===== src/sv/gne_pkg.sv =====
`default_nettype none
// ----------------------------------------------------------------------------
// gne_pkg
// Shared types and constants for the grid neighbour enumerator.
// ----------------------------------------------------------------------------
package gne_pkg;

    localparam int MAX_NEIGHBORS_DEF = 32;
    localparam int INDEX_BITS_DEF    = 48;
    localparam int DIM_BITS_DEF      = 16;

    localparam int SLOT_BITS   = 5;
    localparam int DELTA_BITS  = 8;
    localparam int COUNT_BITS  = 6;
    localparam int COORD_Z_BITS = 32;
    localparam int ENTRY_BITS  = 3 * DELTA_BITS;

    // APB register map, byte addresses
    localparam int PADDR_BITS = 4;
    localparam logic [PADDR_BITS-1:0] ADDR_DIM_X = 4'h0;
    localparam logic [PADDR_BITS-1:0] ADDR_DIM_Y = 4'h4;
    localparam logic [PADDR_BITS-1:0] ADDR_DIM_Z = 4'h8;
    localparam logic [PADDR_BITS-1:0] ADDR_COUNT = 4'hC;

    // input command codes
    localparam logic CMD_LOAD  = 1'b0;
    localparam logic CMD_QUERY = 1'b1;

    // controller -> datapath
    typedef struct packed {
        logic load_wr;   // write a table slot from the input transaction
        logic start;     // capture origin, start x division
        logic div2;      // capture x, start y/z division
        logic coords;    // capture y and z, reset the walk
        logic rd;        // read current table slot
        logic chk;       // bounds test and offset products
        logic keep;      // slot kept: push held result, hold the new one
        logic advance;   // next slot
        logic finish;    // emit final result
    } t_cmd;

    // datapath -> controller
    typedef struct packed {
        logic div_busy;
        logic walk_end;
        logic inb;
        logic held_valid;
        logic out_free;
    } t_sts;

endpackage
`default_nettype wire


===== src/sv/gne_if.sv =====
`default_nettype none
// ----------------------------------------------------------------------------
// gne_in_if / gne_out_if
// Valid/ready channels carrying command and result transactions.
// ----------------------------------------------------------------------------
interface gne_in_if #(
    parameter int INDEX_BITS = 48
);
    logic                  valid;
    logic                  ready;
    logic                  cmd;
    logic [4:0]            slot;
    logic signed [7:0]     delta_x;
    logic signed [7:0]     delta_y;
    logic signed [7:0]     delta_z;
    logic [INDEX_BITS-1:0] origin_index;

    modport source (output valid, cmd, slot, delta_x, delta_y, delta_z, origin_index,
                    input ready);
    modport sink   (input valid, cmd, slot, delta_x, delta_y, delta_z, origin_index,
                    output ready);
endinterface

interface gne_out_if #(
    parameter int INDEX_BITS = 48
);
    logic                  valid;
    logic                  ready;
    logic [INDEX_BITS-1:0] neighbor_index;
    logic [4:0]            neighbor_slot;
    logic                  none_inside;
    logic                  last;

    modport source (output valid, neighbor_index, neighbor_slot, none_inside, last,
                    input ready);
    modport sink   (input valid, neighbor_index, neighbor_slot, none_inside, last,
                    output ready);
endinterface
`default_nettype wire


===== src/sv/grid_neighbor_enumerator_unit.sv =====
`default_nettype none
// ----------------------------------------------------------------------------
// grid_neighbor_enumerator_unit
// Stencil neighbour enumerator for a regular 3D grid.
// ----------------------------------------------------------------------------
// A load transaction (cmd 0) writes one slot of the delta table. A query
// transaction (cmd 1) splits the origin index into x, y, z with two passes
// through one shared restoring divider, then walks slots
// 0 .. min(neighbor_count, MAX_NEIGHBORS)-1, each with a table read, a bounds
// test with offset products and an index sum, and closes with the end-of-walk
// test and the final result. A kept neighbour may wait for the output
// register. Results are emitted in slot order; the last carries last=1.
// If nothing lies inside the grid a single result with none_inside=1 is given.
// The input is taken only while the sequencer is idle; the output register
// lets the last result wait while the next transaction is taken. The table has
// no reset: querying a slot never loaded gives undefined results. Registers:
// dim_x at 0x0, dim_y at 0x4, dim_z at 0x8, neighbor_count at 0xC.
// ----------------------------------------------------------------------------
module grid_neighbor_enumerator_unit
    import gne_pkg::*;
#(
    parameter int MAX_NEIGHBORS = MAX_NEIGHBORS_DEF,
    parameter int INDEX_BITS    = INDEX_BITS_DEF,
    parameter int DIM_BITS      = DIM_BITS_DEF
) (
    input  wire logic                  i_clk,
    input  wire logic                  i_rst_n,
    // APB configuration
    input  wire logic                  psel,
    input  wire logic                  penable,
    input  wire logic                  pwrite,
    input  wire logic [PADDR_BITS-1:0] paddr,
    input  wire logic [31:0]           pwdata,
    output logic      [31:0]           prdata,
    output logic                       pready,
    // transaction channels
    gne_in_if.sink                     i_in,
    gne_out_if.source                  o_out
);
    // configuration registers
    logic [DIM_BITS-1:0]   r_dim_x;
    logic [DIM_BITS-1:0]   r_dim_y;
    logic [DIM_BITS-1:0]   r_dim_z;
    logic [COUNT_BITS-1:0] r_count;
    logic                  cfg_wr;

    assign pready = 1'b1;
    assign cfg_wr = psel && penable && pwrite;

    always_ff @(posedge i_clk) begin
        if (!i_rst_n) begin
            r_dim_x <= DIM_BITS'(1);
            r_dim_y <= DIM_BITS'(1);
            r_dim_z <= DIM_BITS'(1);
            r_count <= '0;
        end else if (cfg_wr) begin
            case (paddr)
                ADDR_DIM_X: r_dim_x <= pwdata[DIM_BITS-1:0];
                ADDR_DIM_Y: r_dim_y <= pwdata[DIM_BITS-1:0];
                ADDR_DIM_Z: r_dim_z <= pwdata[DIM_BITS-1:0];
                ADDR_COUNT: r_count <= pwdata[COUNT_BITS-1:0];
                default: begin
                end
            endcase
        end
    end

    always_comb begin
        case (paddr)
            ADDR_DIM_X: prdata = 32'(r_dim_x);
            ADDR_DIM_Y: prdata = 32'(r_dim_y);
            ADDR_DIM_Z: prdata = 32'(r_dim_z);
            ADDR_COUNT: prdata = 32'(r_count);
            default:    prdata = '0;
        endcase
    end

    t_cmd cmd;
    t_sts sts;
    logic in_ready;

    gne_ctrl u_ctrl (
        .i_clk      (i_clk),
        .i_rst_n    (i_rst_n),
        .i_in_valid (i_in.valid),
        .i_in_cmd   (i_in.cmd),
        .o_in_ready (in_ready),
        .i_sts      (sts),
        .o_cmd      (cmd)
    );

    assign i_in.ready = in_ready;

    gne_dp #(
        .MAX_NEIGHBORS (MAX_NEIGHBORS),
        .INDEX_BITS    (INDEX_BITS),
        .DIM_BITS      (DIM_BITS)
    ) u_dp (
        .i_clk       (i_clk),
        .i_rst_n     (i_rst_n),
        .i_cmd       (cmd),
        .o_sts       (sts),
        .i_dim_x     (r_dim_x),
        .i_dim_y     (r_dim_y),
        .i_dim_z     (r_dim_z),
        .i_count     (r_count),
        .i_slot      (i_in.slot),
        .i_dx        (i_in.delta_x),
        .i_dy        (i_in.delta_y),
        .i_dz        (i_in.delta_z),
        .i_origin    (i_in.origin_index),
        .i_out_ready (o_out.ready),
        .o_out_valid (o_out.valid),
        .o_out_index (o_out.neighbor_index),
        .o_out_slot  (o_out.neighbor_slot),
        .o_out_none  (o_out.none_inside),
        .o_out_last  (o_out.last)
    );
endmodule
`default_nettype wire


===== src/sv/gne_ram.sv =====
`default_nettype none
// ----------------------------------------------------------------------------
// gne_ram
// Generic single-write, single-read RAM with registered read data.
// ----------------------------------------------------------------------------
module gne_ram #(
    parameter int WIDTH = 24,
    parameter int DEPTH = 32,
    localparam int AW = (DEPTH > 1) ? $clog2(DEPTH) : 1
) (
    input  wire logic             i_clk,
    input  wire logic             i_we,
    input  wire logic [AW-1:0]    i_waddr,
    input  wire logic [WIDTH-1:0] i_wdata,
    input  wire logic             i_re,
    input  wire logic [AW-1:0]    i_raddr,
    output logic      [WIDTH-1:0] o_rdata
);
    logic [WIDTH-1:0] mem [DEPTH];

    always_ff @(posedge i_clk) begin
        if (i_we) begin
            mem[i_waddr] <= i_wdata;
        end
        if (i_re) begin
            o_rdata <= mem[i_raddr];
        end
    end
endmodule
`default_nettype wire


===== src/sv/gne_div.sv =====
`default_nettype none
// ----------------------------------------------------------------------------
// gne_div
// Restoring divider, one quotient bit per cycle.
// ----------------------------------------------------------------------------
module gne_div #(
    parameter int NUM_BITS = 48,
    parameter int DEN_BITS = 16
) (
    input  wire logic                i_clk,
    input  wire logic                i_rst_n,
    input  wire logic                i_start,
    input  wire logic [NUM_BITS-1:0] i_num,
    input  wire logic [DEN_BITS-1:0] i_den,   // never zero
    output logic                     o_busy,
    output logic      [NUM_BITS-1:0] o_quot,
    output logic      [DEN_BITS-1:0] o_rem
);
    localparam int CW = (NUM_BITS > 1) ? $clog2(NUM_BITS) : 1;

    logic                r_busy;
    logic [CW-1:0]       r_cnt;
    logic [NUM_BITS-1:0] r_q;
    logic [DEN_BITS-1:0] r_rem;
    logic [DEN_BITS-1:0] r_den;
    logic [DEN_BITS:0]   trial;
    logic [DEN_BITS:0]   diff;
    logic                ge;

    assign trial = {r_rem, r_q[NUM_BITS-1]};
    assign ge    = trial >= {1'b0, r_den};
    assign diff  = trial - {1'b0, r_den};

    always_ff @(posedge i_clk) begin
        if (!i_rst_n) begin
            r_busy <= 1'b0;
        end else if (i_start) begin
            r_busy <= 1'b1;
        end else if (r_busy && r_cnt == '0) begin
            r_busy <= 1'b0;
        end
    end

    always_ff @(posedge i_clk) begin
        if (i_start) begin
            r_q   <= i_num;
            r_rem <= '0;
            r_den <= i_den;
            r_cnt <= CW'(NUM_BITS - 1);
        end else if (r_busy) begin
            r_q   <= {r_q[NUM_BITS-2:0], ge};
            r_rem <= ge ? diff[DEN_BITS-1:0] : trial[DEN_BITS-1:0];
            r_cnt <= r_cnt - 1'b1;
        end
    end

    assign o_busy = r_busy;
    assign o_quot = r_q;
    assign o_rem  = r_rem;
endmodule
`default_nettype wire


===== src/sv/gne_ctrl.sv =====
`default_nettype none
// ----------------------------------------------------------------------------
// gne_ctrl
// Sequencer: command decode, the two divisions, and the slot walk.
// ----------------------------------------------------------------------------
module gne_ctrl
    import gne_pkg::*;
(
    input  wire logic i_clk,
    input  wire logic i_rst_n,
    input  wire logic i_in_valid,
    input  wire logic i_in_cmd,
    output logic      o_in_ready,
    input  wire t_sts i_sts,
    output t_cmd      o_cmd
);
    localparam logic [2:0] S_IDLE = 3'd0;
    localparam logic [2:0] S_DIV1 = 3'd1;
    localparam logic [2:0] S_DIV2 = 3'd2;
    localparam logic [2:0] S_RD   = 3'd3;
    localparam logic [2:0] S_CHK  = 3'd4;
    localparam logic [2:0] S_SUM  = 3'd5;
    localparam logic [2:0] S_FIN  = 3'd6;

    logic [2:0] r_state;
    logic [2:0] n_state;

    always_ff @(posedge i_clk) begin
        if (!i_rst_n) begin
            r_state <= S_IDLE;
        end else begin
            r_state <= n_state;
        end
    end

    always_comb begin
        n_state    = r_state;
        o_cmd      = '0;
        o_in_ready = 1'b0;
        case (r_state)
            S_IDLE: begin
                o_in_ready = 1'b1;
                if (i_in_valid) begin
                    if (i_in_cmd == CMD_LOAD) begin
                        o_cmd.load_wr = 1'b1;
                    end else begin
                        o_cmd.start = 1'b1;
                        n_state     = S_DIV1;
                    end
                end
            end
            S_DIV1: begin
                if (!i_sts.div_busy) begin
                    o_cmd.div2 = 1'b1;
                    n_state    = S_DIV2;
                end
            end
            S_DIV2: begin
                if (!i_sts.div_busy) begin
                    o_cmd.coords = 1'b1;
                    n_state      = S_RD;
                end
            end
            S_RD: begin
                if (i_sts.walk_end) begin
                    n_state = S_FIN;
                end else begin
                    o_cmd.rd = 1'b1;
                    n_state  = S_CHK;
                end
            end
            S_CHK: begin
                o_cmd.chk = 1'b1;
                n_state   = S_SUM;
            end
            S_SUM: begin
                if (!i_sts.inb) begin
                    o_cmd.advance = 1'b1;
                    n_state       = S_RD;
                end else if (!i_sts.held_valid || i_sts.out_free) begin
                    o_cmd.keep    = 1'b1;
                    o_cmd.advance = 1'b1;
                    n_state       = S_RD;
                end
            end
            S_FIN: begin
                if (i_sts.out_free) begin
                    o_cmd.finish = 1'b1;
                    n_state      = S_IDLE;
                end
            end
            default: begin
                n_state = S_IDLE;
            end
        endcase
    end
endmodule
`default_nettype wire


===== src/sv/gne_dp.sv =====
`default_nettype none
// ----------------------------------------------------------------------------
// gne_dp
// Datapath: delta table, coordinate split, bounds test, index sum, output.
// ----------------------------------------------------------------------------
module gne_dp
    import gne_pkg::*;
#(
    parameter int MAX_NEIGHBORS = MAX_NEIGHBORS_DEF,
    parameter int INDEX_BITS    = INDEX_BITS_DEF,
    parameter int DIM_BITS      = DIM_BITS_DEF
) (
    input  wire logic                         i_clk,
    input  wire logic                         i_rst_n,
    input  wire t_cmd                         i_cmd,
    output t_sts                              o_sts,
    input  wire logic [DIM_BITS-1:0]          i_dim_x,
    input  wire logic [DIM_BITS-1:0]          i_dim_y,
    input  wire logic [DIM_BITS-1:0]          i_dim_z,
    input  wire logic [COUNT_BITS-1:0]        i_count,
    input  wire logic [SLOT_BITS-1:0]         i_slot,
    input  wire logic signed [DELTA_BITS-1:0] i_dx,
    input  wire logic signed [DELTA_BITS-1:0] i_dy,
    input  wire logic signed [DELTA_BITS-1:0] i_dz,
    input  wire logic [INDEX_BITS-1:0]        i_origin,
    input  wire logic                         i_out_ready,
    output logic                              o_out_valid,
    output logic [INDEX_BITS-1:0]             o_out_index,
    output logic [SLOT_BITS-1:0]              o_out_slot,
    output logic                              o_out_none,
    output logic                              o_out_last
);
    localparam int AW  = (MAX_NEIGHBORS > 1) ? $clog2(MAX_NEIGHBORS) : 1;
    localparam int CW  = $clog2(MAX_NEIGHBORS + 1);
    localparam int PZW = DELTA_BITS + 2 * DIM_BITS + 1;
    localparam int PYW = DELTA_BITS + DIM_BITS + 1;
    localparam int SW  = (INDEX_BITS > PZW) ? INDEX_BITS : PZW;
    localparam int ZW  = COORD_Z_BITS;

    // division unit
    logic                  div_busy;
    logic [INDEX_BITS-1:0] div_quot;
    logic [DIM_BITS-1:0]   div_rem;
    logic [DIM_BITS-1:0]   dx_eff;
    logic [DIM_BITS-1:0]   dy_eff;

    assign dx_eff = (i_dim_x == '0) ? DIM_BITS'(1) : i_dim_x;
    assign dy_eff = (i_dim_y == '0) ? DIM_BITS'(1) : i_dim_y;

    gne_div #(
        .NUM_BITS (INDEX_BITS),
        .DEN_BITS (DIM_BITS)
    ) u_div (
        .i_clk   (i_clk),
        .i_rst_n (i_rst_n),
        .i_start (i_cmd.start | i_cmd.div2),
        .i_num   (i_cmd.div2 ? div_quot : i_origin),
        .i_den   (i_cmd.div2 ? dy_eff : dx_eff),
        .o_busy  (div_busy),
        .o_quot  (div_quot),
        .o_rem   (div_rem)
    );

    // delta table
    logic [ENTRY_BITS-1:0] rd_entry;
    logic [CW-1:0]         r_walk;

    gne_ram #(
        .WIDTH (ENTRY_BITS),
        .DEPTH (MAX_NEIGHBORS)
    ) u_table (
        .i_clk   (i_clk),
        .i_we    (i_cmd.load_wr && (int'(i_slot) < MAX_NEIGHBORS)),
        .i_waddr (AW'(i_slot)),
        .i_wdata ({i_dz, i_dy, i_dx}),
        .i_re    (i_cmd.rd),
        .i_raddr (r_walk[AW-1:0]),
        .o_rdata (rd_entry)
    );

    // query state
    logic [INDEX_BITS-1:0]   r_origin;
    logic [2*DIM_BITS-1:0]   r_dxy;
    logic [DIM_BITS-1:0]     r_cx;
    logic [DIM_BITS-1:0]     r_cy;
    logic [ZW-1:0]           r_cz;
    logic [ZW+INDEX_BITS-1:0] z_ext;
    logic [CW-1:0]           n_eff;

    assign z_ext = {ZW'(0), div_quot};
    assign n_eff = (int'(i_count) > MAX_NEIGHBORS) ? CW'(MAX_NEIGHBORS) : CW'(i_count);

    always_ff @(posedge i_clk) begin
        if (i_cmd.start) begin
            r_origin <= i_origin;
            r_dxy    <= i_dim_x * i_dim_y;
        end
        if (i_cmd.div2) begin
            r_cx <= div_rem;
        end
        if (i_cmd.coords) begin
            r_cy <= div_rem;
            r_cz <= (|z_ext[ZW+INDEX_BITS-1:ZW]) ? '1 : z_ext[ZW-1:0];
        end
    end

    always_ff @(posedge i_clk) begin
        if (i_cmd.coords) begin
            r_walk <= '0;
        end else if (i_cmd.advance) begin
            r_walk <= r_walk + 1'b1;
        end
    end

    // bounds test and offset products
    logic signed [DELTA_BITS-1:0] e_dx, e_dy, e_dz;
    logic signed [DIM_BITS+1:0]   px, py;
    logic signed [ZW+1:0]         pz;
    logic                         ok;
    logic                         r_inb;
    logic signed [PZW-1:0]        r_pz;
    logic signed [PYW-1:0]        r_py;
    logic signed [DELTA_BITS-1:0] r_dx;

    assign e_dx = rd_entry[DELTA_BITS-1:0];
    assign e_dy = rd_entry[2*DELTA_BITS-1:DELTA_BITS];
    assign e_dz = rd_entry[3*DELTA_BITS-1:2*DELTA_BITS];
    assign px = $signed({2'b00, r_cx}) + (DIM_BITS+2)'(e_dx);
    assign py = $signed({2'b00, r_cy}) + (DIM_BITS+2)'(e_dy);
    assign pz = $signed({2'b00, r_cz}) + (ZW+2)'(e_dz);
    assign ok = !px[DIM_BITS+1] && (px[DIM_BITS:0] < {1'b0, i_dim_x})
             && !py[DIM_BITS+1] && (py[DIM_BITS:0] < {1'b0, i_dim_y})
             && !pz[ZW+1] && (pz[ZW:0] < (ZW+1)'(i_dim_z));

    always_ff @(posedge i_clk) begin
        if (i_cmd.chk) begin
            r_inb <= ok;
            r_pz  <= e_dz * $signed({1'b0, r_dxy});
            r_py  <= e_dy * $signed({1'b0, i_dim_x});
            r_dx  <= e_dx;
        end
    end

    logic [SW-1:0] sum;
    assign sum = SW'(r_origin) + SW'(r_pz) + SW'(r_py) + SW'(r_dx);

    // held result and output register
    logic                  r_held_valid;
    logic [INDEX_BITS-1:0] r_held_index;
    logic [SLOT_BITS-1:0]  r_held_slot;
    logic                  r_out_valid;
    logic                  out_free;

    assign out_free = !r_out_valid || i_out_ready;

    always_ff @(posedge i_clk) begin
        if (!i_rst_n) begin
            r_held_valid <= 1'b0;
        end else if (i_cmd.coords || i_cmd.finish) begin
            r_held_valid <= 1'b0;
        end else if (i_cmd.keep) begin
            r_held_valid <= 1'b1;
        end
    end

    always_ff @(posedge i_clk) begin
        if (i_cmd.keep) begin
            r_held_index <= sum[INDEX_BITS-1:0];
            r_held_slot  <= SLOT_BITS'(r_walk);
        end
    end

    logic push;
    assign push = (i_cmd.keep && r_held_valid) || i_cmd.finish;

    always_ff @(posedge i_clk) begin
        if (!i_rst_n) begin
            r_out_valid <= 1'b0;
        end else if (push) begin
            r_out_valid <= 1'b1;
        end else if (i_out_ready) begin
            r_out_valid <= 1'b0;
        end
    end

    always_ff @(posedge i_clk) begin
        if (push) begin
            o_out_index <= (i_cmd.finish && !r_held_valid) ? '0 : r_held_index;
            o_out_slot  <= (i_cmd.finish && !r_held_valid) ? '0 : r_held_slot;
            o_out_none  <= i_cmd.finish && !r_held_valid;
            o_out_last  <= i_cmd.finish;
        end
    end

    assign o_out_valid      = r_out_valid;
    assign o_sts.div_busy   = div_busy;
    assign o_sts.walk_end   = r_walk >= n_eff;
    assign o_sts.inb        = r_inb;
    assign o_sts.held_valid = r_held_valid;
    assign o_sts.out_free   = out_free;
endmodule
`default_nettype wire


===== src/flat_wrapper.sv =====
// flat-port wrapper written by rule: the top's interface ports become plain ports
module grid_neighbor_enumerator_unit_flat import gne_pkg::*;
#(
    parameter int MAX_NEIGHBORS = MAX_NEIGHBORS_DEF,
    parameter int INDEX_BITS    = INDEX_BITS_DEF,
    parameter int DIM_BITS      = DIM_BITS_DEF
)
  (i_clk, i_rst_n, psel, penable, pwrite, paddr, pwdata, prdata, pready, i_in_valid, i_in_cmd, i_in_slot, i_in_delta_x, i_in_delta_y, i_in_delta_z, i_in_origin_index, i_in_ready, o_out_valid, o_out_neighbor_index, o_out_neighbor_slot, o_out_none_inside, o_out_last, o_out_ready);
  gne_in_if #(.INDEX_BITS(INDEX_BITS)) i_in_i ();
  gne_out_if #(.INDEX_BITS(INDEX_BITS)) o_out_i ();
  input  wire logic i_clk;
  input  wire logic i_rst_n;
  input  wire logic psel;
  input  wire logic penable;
  input  wire logic pwrite;
  input  wire logic [PADDR_BITS-1:0] paddr;
  input  wire logic [31:0] pwdata;
  output logic      [31:0] prdata;
  output logic pready;
  input wire logic [$bits(i_in_i.valid)-1:0] i_in_valid;
  input wire logic [$bits(i_in_i.cmd)-1:0] i_in_cmd;
  input wire logic [$bits(i_in_i.slot)-1:0] i_in_slot;
  input wire logic [$bits(i_in_i.delta_x)-1:0] i_in_delta_x;
  input wire logic [$bits(i_in_i.delta_y)-1:0] i_in_delta_y;
  input wire logic [$bits(i_in_i.delta_z)-1:0] i_in_delta_z;
  input wire logic [$bits(i_in_i.origin_index)-1:0] i_in_origin_index;
  output wire logic [$bits(i_in_i.ready)-1:0] i_in_ready;
  output wire logic [$bits(o_out_i.valid)-1:0] o_out_valid;
  output wire logic [$bits(o_out_i.neighbor_index)-1:0] o_out_neighbor_index;
  output wire logic [$bits(o_out_i.neighbor_slot)-1:0] o_out_neighbor_slot;
  output wire logic [$bits(o_out_i.none_inside)-1:0] o_out_none_inside;
  output wire logic [$bits(o_out_i.last)-1:0] o_out_last;
  input wire logic [$bits(o_out_i.ready)-1:0] o_out_ready;
  assign i_in_i.valid = i_in_valid;
  assign i_in_i.cmd = i_in_cmd;
  assign i_in_i.slot = i_in_slot;
  assign i_in_i.delta_x = i_in_delta_x;
  assign i_in_i.delta_y = i_in_delta_y;
  assign i_in_i.delta_z = i_in_delta_z;
  assign i_in_i.origin_index = i_in_origin_index;
  assign i_in_ready = i_in_i.ready;
  assign o_out_valid = o_out_i.valid;
  assign o_out_neighbor_index = o_out_i.neighbor_index;
  assign o_out_neighbor_slot = o_out_i.neighbor_slot;
  assign o_out_none_inside = o_out_i.none_inside;
  assign o_out_last = o_out_i.last;
  assign o_out_i.ready = o_out_ready;
  grid_neighbor_enumerator_unit #(.MAX_NEIGHBORS(MAX_NEIGHBORS), .INDEX_BITS(INDEX_BITS), .DIM_BITS(DIM_BITS)) u_core (.i_clk(i_clk), .i_rst_n(i_rst_n), .psel(psel), .penable(penable), .pwrite(pwrite), .paddr(paddr), .pwdata(pwdata), .prdata(prdata), .pready(pready), .i_in(i_in_i), .o_out(o_out_i));
endmodule

===== config.mk =====
export PLATFORM = sky130hd
export DESIGN_NAME = grid_neighbor_enumerator_unit_flat
export DESIGN_NICKNAME = d
export VERILOG_FILES = /design/src/sv/gne_pkg.sv /design/src/sv/gne_if.sv /design/src/sv/grid_neighbor_enumerator_unit.sv /design/src/sv/gne_ram.sv /design/src/sv/gne_div.sv /design/src/sv/gne_ctrl.sv /design/src/sv/gne_dp.sv /design/src/flat_wrapper.sv
export SDC_FILE = /design/constraint.sdc
export NUM_CORES = 2
export LEC_CHECK = 0
export ABC_AREA = 1
export BUFFER_PORTS_ARGS = -buffer_cell sky130_fd_sc_hd__buf_2
export CAP_MARGIN = 10
export CORE_AREA = 3 3 383 385
export CTS_CLUSTER_SIZE = 40
export DETAILED_ROUTE_END_ITERATION = 12
export DIE_AREA = 0 0 386 388
export GPL_TIMING_DRIVEN = 0
export PLACE_DENSITY = 0.82
export SYNTH_ARGS = -nofsm -noshare
export SYNTH_HDL_FRONTEND = slang
export SYNTH_SLANG_ARGS = --single-unit

===== constraint.sdc =====
create_clock -name i_clk -period 12.4 [get_ports i_clk]
set_input_delay 0 -clock i_clk [delete_from_list [all_inputs] [get_ports i_clk]]
set_output_delay 0 -clock i_clk [all_outputs]
set_load 0.02 [all_outputs]

# Word-level counts from Yosys, hierarchy flattened
# Memories as Yosys holds them, arrays and structs flattened. A register that Yosys moved wholly into a read port is not among the register bits.
# Index checks and enable logic that the tools add are counted.
[word_totals] reg_bits=479 latch_bits=0 ramBits=768 mem_bits_ro=0 input_bits=121 out_inout_bits=90 wordCells=141 n_memories=1
[mem_list] name="u_core.u_dp.u_table.mem" depth=32 word_bits=24 read_ports=1 rd_clocked_by_memory_dff=1 wr=1 line_no="gne_ram.sv:19" text="logic [WIDTH-1:0] mem [DEPTH];"
[op_classes] n_addsub=9 n_mul=3 div_mod_pow=0 magnitude_cmp=6 eq_ne=16 shift=0 mux=41 bitwise_logic=2 n_reduce_logical=35
[op_table] operator="$add A48 B48 Y48" n=3
[op_table] operator="$mux W48" n=3
[op_table] operator="$mux W16" n=4
[op_table] operator="$pmux W16 S4" n=1
[op_table] operator="$mul A8 B33 Y41" n=1
[op_table] operator="$add A17 B8 Y18" n=2
[op_table] operator="$add A33 B8 Y34" n=1
[op_table] operator="$lt A17 B16 Y1" n=2
[op_table] operator="$lt A33 B16 Y1" n=1
[op_table] operator="$logic_not A16 Y1" n=2
[op_table] operator="$mul A16 B16 Y32" n=1
[op_table] operator="$mul A8 B17 Y25" n=1
[op_table] operator="$mux W3" n=7
[op_table] operator="$pmux W3 S7" n=1
[op_table] operator="$mux W1" n=19
[op_table] operator="$ge A17 B16 Y1" n=1
[op_table] operator="$reduce_or A16 Y1" n=1
[op_table] operator="$sub A16 B16 Y16" n=1
[op_table] operator="$ne A2 B2 Y1 const B" n=6
[op_table] operator="$logic_and A1 B1 Y1" n=10
[op_table] operator="$mux W2" n=5
[op_table] operator="$reduce_and A2 Y1" n=5
[op_table] operator="$eq A3 B3 Y1 const B" n=3
[op_table] operator="$eq A4 B4 Y1 const B" n=2
[op_table] operator="other kinds (19)" n=29

# Logic depth before layout (Yosys ltp)
[logic_depth] ltp_word=9 depth_mapped=25 depth_no_buf=24

# Cells and area by module
# Synthesis repeated with hierarchy kept, for this count alone.
[hier_totals] cells_unflattened=8967 area_unflattened_um2=83530.1
[modules_own_cells] module="gne_dp" n_inst=1 cells_per_inst=5216 area_per_inst_um2=43574.3 seq_area_each_um2=9979.6
[modules_own_cells] module="gne_ram" n_inst=1 cells_per_inst=2665 area_per_inst_um2=32000.7 seq_area_each_um2=23782.8
[modules_own_cells] module="gne_div" n_inst=1 cells_per_inst=576 area_per_inst_um2=4808.4 seq_area_each_um2=2382.3
[modules_own_cells] module="grid_neighbor_enumerator_unit" n_inst=1 cells_per_inst=451 area_per_inst_um2=2842.7 seq_area_each_um2=1081.0
[modules_own_cells] module="gne_ctrl" n_inst=1 cells_per_inst=59 area_per_inst_um2=304.0 seq_area_each_um2=60.1

# Worst setup path after synthesis
# OpenSTA, ideal clock, no wires.
[synth_path] path_kind="reg-to-reg" from="reg u_core.u_ctrl.r_state[0]" to="reg u_core.u_dp.u_div.r_q[0] (netlist: u_core.u_dp.u_div.o_quot[0]), enable pin" setup_time_ns=0.407 arrival_ns=7.669 t_required_ns=11.993 slack_ns=4.325 stages_incl_launch_ff=6 path_buffers=0 synth_period_minus_slack_ns=8.075 cell_sequence="dfxtp_1 > nor2_1 > nand2_1 > nor3_1 > inv_1 > nand2_1"
[synth_rtl] item="from (decl)" line_no="gne_ctrl.sv:25" text="logic [2:0] r_state;"
[synth_rtl] item="from (signal assigned)" line_no="gne_ctrl.sv:32" text="r_state <= n_state;"
[synth_rtl] item="to (signal assigned)" line_no="gne_div.sv:46" text="r_q <= i_num;"
[synth_rtl] item="to (signal assigned)" line_no="gne_div.sv:51" text="r_q <= {r_q[NUM_BITS-2:0], ge};"
[synth_rtl] item="to (decl)" line_no="gne_div.sv:23" text="logic [NUM_BITS-1:0] r_q;"

# Final worst setup path
[layout_path] from="reg u_core.u_dp.u_table.o_rdata[23] (read register of u_core.u_dp.u_table.mem)" to="reg u_core.u_dp.r_pz[26], data pin"
[layout_between] elab_chain_cells=1
[layout_lines] item="from (decl)" line_no="gne_ram.sv:17" text="output logic [WIDTH-1:0] o_rdata"
[layout_lines] item="$mul A8 B33 Y41" line_no="gne_dp.sv:138" text="r_pz <= e_dz * $signed({1'b0, r_dxy});"
[layout_lines] item="to (signal assigned)" line_no="gne_dp.sv:138"
[layout_lines] item="to (decl)" line_no="gne_dp.sv:121" text="logic signed [PZW-1:0] r_pz;"
# Every way passes these cells.
# A chain may end at the register's enable or synchronous reset.

==> results <==
- For the final database, setup skew stands at 0.0837 ns.
- Routability-driven placement finished with a final weighted congestion of 1.12.
- The placed wire-length estimate after detailed placement is around 190 mm.
- The x dimension of the die is slightly below 400 um.
- At the pin with the least slew margin, the transition time is 1.25 ns.
- The initial antenna violation count was 16.
- The sum of routed wire segments on met1 is 89.6 mm.
- Along the worst path, the maximum fanout reaches 28.
- Entering global routing, the biggest net connects 47 pins.
- By area the synthesized netlist is led by sky130_fd_sc_hd__edfxtp_1 44%, sky130_fd_sc_hd__fa_1 14%, sky130_fd_sc_hd__ha_1 6.8%.
- The predominant post-synthesis flop cell is sky130_fd_sc_hd__edfxtp_1.
- The via density per instance is 6.02.
- The insertion delay to the later sink of the worst-skew pair is 0.86 ns.
- The count of input and output buffers is about 180.
- The worst hold path belongs to the class input pin to register.
- Summed over all layers, the routed wires come to 256 mm.
- After Yosys synthesis, XOR and XNOR cells account for 2.13% of the synthesized area.
- The number of buffers added by the clock tree synthesis step is 121.
- The ratio of cells with drive above 1 in the final layout is 6.53%.
- For this design the static power due to leakage is between 30 and 40 nW.
- The number of levels the H-tree was split into is 3.
- Wire segments on met2 add up to roughly 110 mm in the final route.
- The post-synthesis to final-layout area growth is 11.4%.
- The final instance area is 89200 sq um.
- The count of maximum capacitance violations is 0.
- The overall die height is about 390 um.
- Signal routing reaches up to met5.
- The number of DRC violations after detailed-routing iteration 0 is about 9200.
- The starting density of the core is 55.8%.
- The worst setup slack for register-to-register paths is 5.15 ns.
- The flow ran to the end, but the final reports show violations.
- The first global-routing pass estimated 376 mm of wire.
- The register cell area after layout is 37300 sq um.
- The number of sinks driven by the clock tree is 1271.
- The proportion of synthesized area in mux cells is 0%.
- Synthesis inferred 1271 register bits.
- The first detailed-routing pass took 12 iterations.
- The post-route antenna net violation count is 0.
- The root buffer cell is sky130_fd_sc_hd__clkbuf_16.
- The final-report hold violation count is 0.
- The post-place instance area is 84100 sq um.
- The mapped netlist covers between 80000 and 90000 sq um.
- The ratio of total power to cell area is 171 nW/um^2.
- STA classifies the critical path endpoint as a register.
- The worst endpoint required time is 12.88 ns.
- The largest area contributor in the synthesized netlist is sky130_fd_sc_hd__edfxtp_1.
- Static timing analysis puts the maximum clock frequency at 138 MHz.
- At the worst endpoint, the arrival time is approximately 7.7 ns.
- The final net count is 9602.
- The number of max-slew violations in the final report is 0.
- After synthesis, the largest family of logic cells by area is adder cells.
- The synthesized design contains roughly 1200 enable-type register cells.
- Setup repair after global routing left no endpoint under its margin.
- Counting instances, the worst hold path has a depth of 2.
- Synthesis produced ~8000 cells.
- After layout, the worst path uses 58.5% of the clock period.
- The residual overflow from global routing is 0.
- The floorplan step defined a core boundary enclosing between 100000 and 150000 sq um.
- In the final routed layout, each cell accounts on average for 24.3 um.
- The kind of critical path is register to register.
- The final reports fail on design-rule violations.
- The portion of the post-synthesis area used by sequential elements is 46.5%.
- The share of synthesized registers carrying an async set or reset is 0%.
- The clock transition time at the flip-flop clock pins of the worst setup and hold paths is 0.06 ns.
- The total routing usage reported by global routing is 33.8%.
- Once the clock tree was built, the setup fixing pass inserted 0 buffers.
- Setup violations remaining at the end of the flow were counted as 0.
- Once the clock tree was built, the resizer swapped 0 gates to a different size.
- The area share of the largest cell type after synthesis is 44.3%.
- Summed over all nets, wire length on met3 after detailed routing comes to 36.0 mm.
- TritonCTS built the clock tree.
- The synthesized netlist devotes between 10% and 20% of its cell area to simple gates.
- The top-level port count is between 200 and 250.
- The buffer levels on the longest clock path is 3.
- Of the total synthesized cell area, the portion taken by full adders, half adders and majority gates is 20.8%.
- Setup total negative slack on the finished layout was measured at 0 ns.
- The fill cell instance count of the final layout is 11100.
- The number of warning messages in the yosys log is 0.
- In the final layout, the multi-input gates occupy 36200 sq um.
- The number of design rule violations left after detail routing is 3.
- Measured in cells, the most critical reg-to-reg path has a length of 17.
- The die covers 150000 sq um.
- In this run the tightest slew margin relative to its limit is approximately 16%.
- The synthesized-area fraction occupied by ao, oa, aoi and oai cells is 10.0%.
- The mean area per synthesized cell is 9.96 sq um.
- The routed layout has 63200 vias.
- The via count of the first global-routing pass came to between 60000 and 70000.
- The post-synthesis cell type count is 60.
- The initialized floorplan defines 139 standard-cell rows.
- The final critical delay including setup and external delays is 7.25 ns.
- The worst IR drop on VDD is 0.000190 V.
- The critical path launch point type is a register.
## worst paths after layout
check | startpoint | endpoint
worst min register to register | u_core.u_dp.u_div.r_cnt[5] | u_core.u_dp.u_div.r_cnt[5]
worst min-delay path | i_in_origin_index[44] | u_core.u_dp.r_origin[44]
worst max-delay path | u_core.u_dp.u_table.o_rdata[23] | u_core.u_dp.r_pz[26]
worst max register to register | u_core.u_dp.u_table.o_rdata[23] | u_core.u_dp.r_pz[26]
## routing by layer
metal / up-vias / global-route usage, %
met1: 30300 / 43.3
li1: 27300 / -
met3: 938 / 9.99
met2: 4694 / 51.3
met4: 8 / 18.9
met5: - / 0
## state kept, by name, summed over array words and instances, names as in the netlist, 24 cells and up
| name | count |
|---|---|
| u_core.u_dp.u_div.o_quot | 48 |
| u_core.u_dp.u_table.o_rdata | 24 |
| u_core.u_dp.r_cz | 32 |
| u_core.u_dp.r_dxy | 32 |
| u_core.u_dp.r_held_index | 48 |
| u_core.u_dp.r_pz | 41 |
| u_core.u_dp.r_origin | 48 |
| u_core.u_dp.r_py | 25 |
| u_core.u_dp.o_out_index | 48 |
| u_core.u_dp.u_table.mem | 768 |
## power by group
group / switching [mW] / leakage [nW] / total [mW] / internal (mW)
combinational: 4.17 / 25.4 / 6.14 / 1.97
clock: 1.69 / 1.92 / 3.74 / 2.06
sequential: 0.156 / 11.4 / 5.36 / 5.20
total: 6.01 / 38.7 / 15.2 / 9.23
## synthesized netlist by cell type (8+ instances only)
cell	n
sky130_fd_sc_hd__clkbuf_1	287
sky130_fd_sc_hd__nand2_2	10
sky130_fd_sc_hd__a31oi_1	46
sky130_fd_sc_hd__nand4_1	64
sky130_fd_sc_hd__inv_1	1427
sky130_fd_sc_hd__a21oi_2	9
sky130_fd_sc_hd__nor3_1	43
sky130_fd_sc_hd__dfxtp_1	88
sky130_fd_sc_hd__a21o_1	22
sky130_fd_sc_hd__o21bai_1	15
sky130_fd_sc_hd__o22ai_1	130
sky130_fd_sc_hd__buf_1	10
sky130_fd_sc_hd__fa_1	558
sky130_fd_sc_hd__o211ai_1	43
sky130_fd_sc_hd__or2_2	22
sky130_fd_sc_hd__ha_1	437
sky130_fd_sc_hd__o21ai_0	613
sky130_fd_sc_hd__buf_4	20
sky130_fd_sc_hd__o21a_1	20
sky130_fd_sc_hd__o21ai_2	9
sky130_fd_sc_hd__a21oi_1	322
sky130_fd_sc_hd__nand3_1	148
sky130_fd_sc_hd__edfxtp_1	1183
sky130_fd_sc_hd__nor4_1	18
sky130_fd_sc_hd__clkbuf_2	8
sky130_fd_sc_hd__nand2_1	1383
sky130_fd_sc_hd__nor2_1	676
sky130_fd_sc_hd__o21ai_1	40
sky130_fd_sc_hd__xnor2_1	69
sky130_fd_sc_hd__o221ai_1	84
sky130_fd_sc_hd__buf_2	45
sky130_fd_sc_hd__xor2_1	126
## placed cells by master, fill, tap and decap left out, types with 126 or more instances in the layout
master	instances
sky130_fd_sc_hd__nand3_1	148
sky130_fd_sc_hd__edfxtp_1	1183
sky130_fd_sc_hd__buf_2	221
sky130_fd_sc_hd__ha_1	437
sky130_fd_sc_hd__inv_1	1427
sky130_fd_sc_hd__a21oi_1	322
sky130_fd_sc_hd__xor2_1	126
sky130_fd_sc_hd__clkbuf_1	322
sky130_fd_sc_hd__nand2_1	1381
sky130_fd_sc_hd__o21ai_0	613
sky130_fd_sc_hd__o22ai_1	130
sky130_fd_sc_hd__nor2_1	640
sky130_fd_sc_hd__fa_1	558
## timing repair
| item | CTS | global route |
|---|---|---|
| endpoints found under the hold margin | 943 | 0 |
| hold buffers | 103 | 0 |
| setup endpoints to repair | 0 | 0 |
## through the flow
| stage | hold WS [ns] | utilization [%] | setup slack (ns) | power (mW) | instances |
|---|---|---|---|---|---|
| global route | 0.0294 | 62.2 | 5.00 | 15.9 | 10500 |
| finish | 0.0370 | 62.2 | 5.15 | 15.2 | 10500 |
| CTS | 0.0105 | 62.2 | 5.22 | 15.0 | 10500 |
| global placement | 0.197 | 58.1 | 0.550 | 11.1 | 10100 |
| detailed placement | 0.197 | 58.6 | 5.31 | 11.3 | 10200 |
| floorplan | 0.0989 | - | 4.32 | 9.34 | 8057 |
## cell type report
cell class | instances | area share (%)
flip-flops and latches | 1271 | 41.8
multi-input cells | 4980 | 40.5
inverters | 1434 | 6.03
clock buffers | 171 | 3.81
repair buffers | 306 | 2.68
well taps | 1903 | 2.67
plain buffers | 372 | 1.74
clock inverters | 54 | 0.718
diodes | 15 | 0.0421
## critical path, cell delays in order (launching register included)
cell and delay, ns:
sky130_fd_sc_hd__edfxtp_1 1.15, sky130_fd_sc_hd__clkinv_1 0.81, sky130_fd_sc_hd__clkbuf_1 0.49, sky130_fd_sc_hd__or2_2 0.40, sky130_fd_sc_hd__fa_1 0.46, sky130_fd_sc_hd__fa_1 0.50
sky130_fd_sc_hd__fa_1 0.42, sky130_fd_sc_hd__fa_1 0.49, sky130_fd_sc_hd__inv_1 0.04, sky130_fd_sc_hd__ha_1 0.35, sky130_fd_sc_hd__a21oi_1 0.16, sky130_fd_sc_hd__inv_1 0.08
sky130_fd_sc_hd__a31oi_1 0.36, sky130_fd_sc_hd__o21ai_0 0.19, sky130_fd_sc_hd__o21bai_1 0.19, sky130_fd_sc_hd__a21oi_1 0.43, sky130_fd_sc_hd__o21ai_0 0.20, sky130_fd_sc_hd__xor2_1 0.18
## cells by family after synthesis
logic type / after synthesis
AOI/OAI and AO/OA: 1395
adders and majority gates: 995
buffers and inverters: 1806
other: 2
and+or+nand+nor: 2378
xor gates and xnor gates: 195
DFF: 1271
Note: power is estimated with default switching activity, not from simulation.
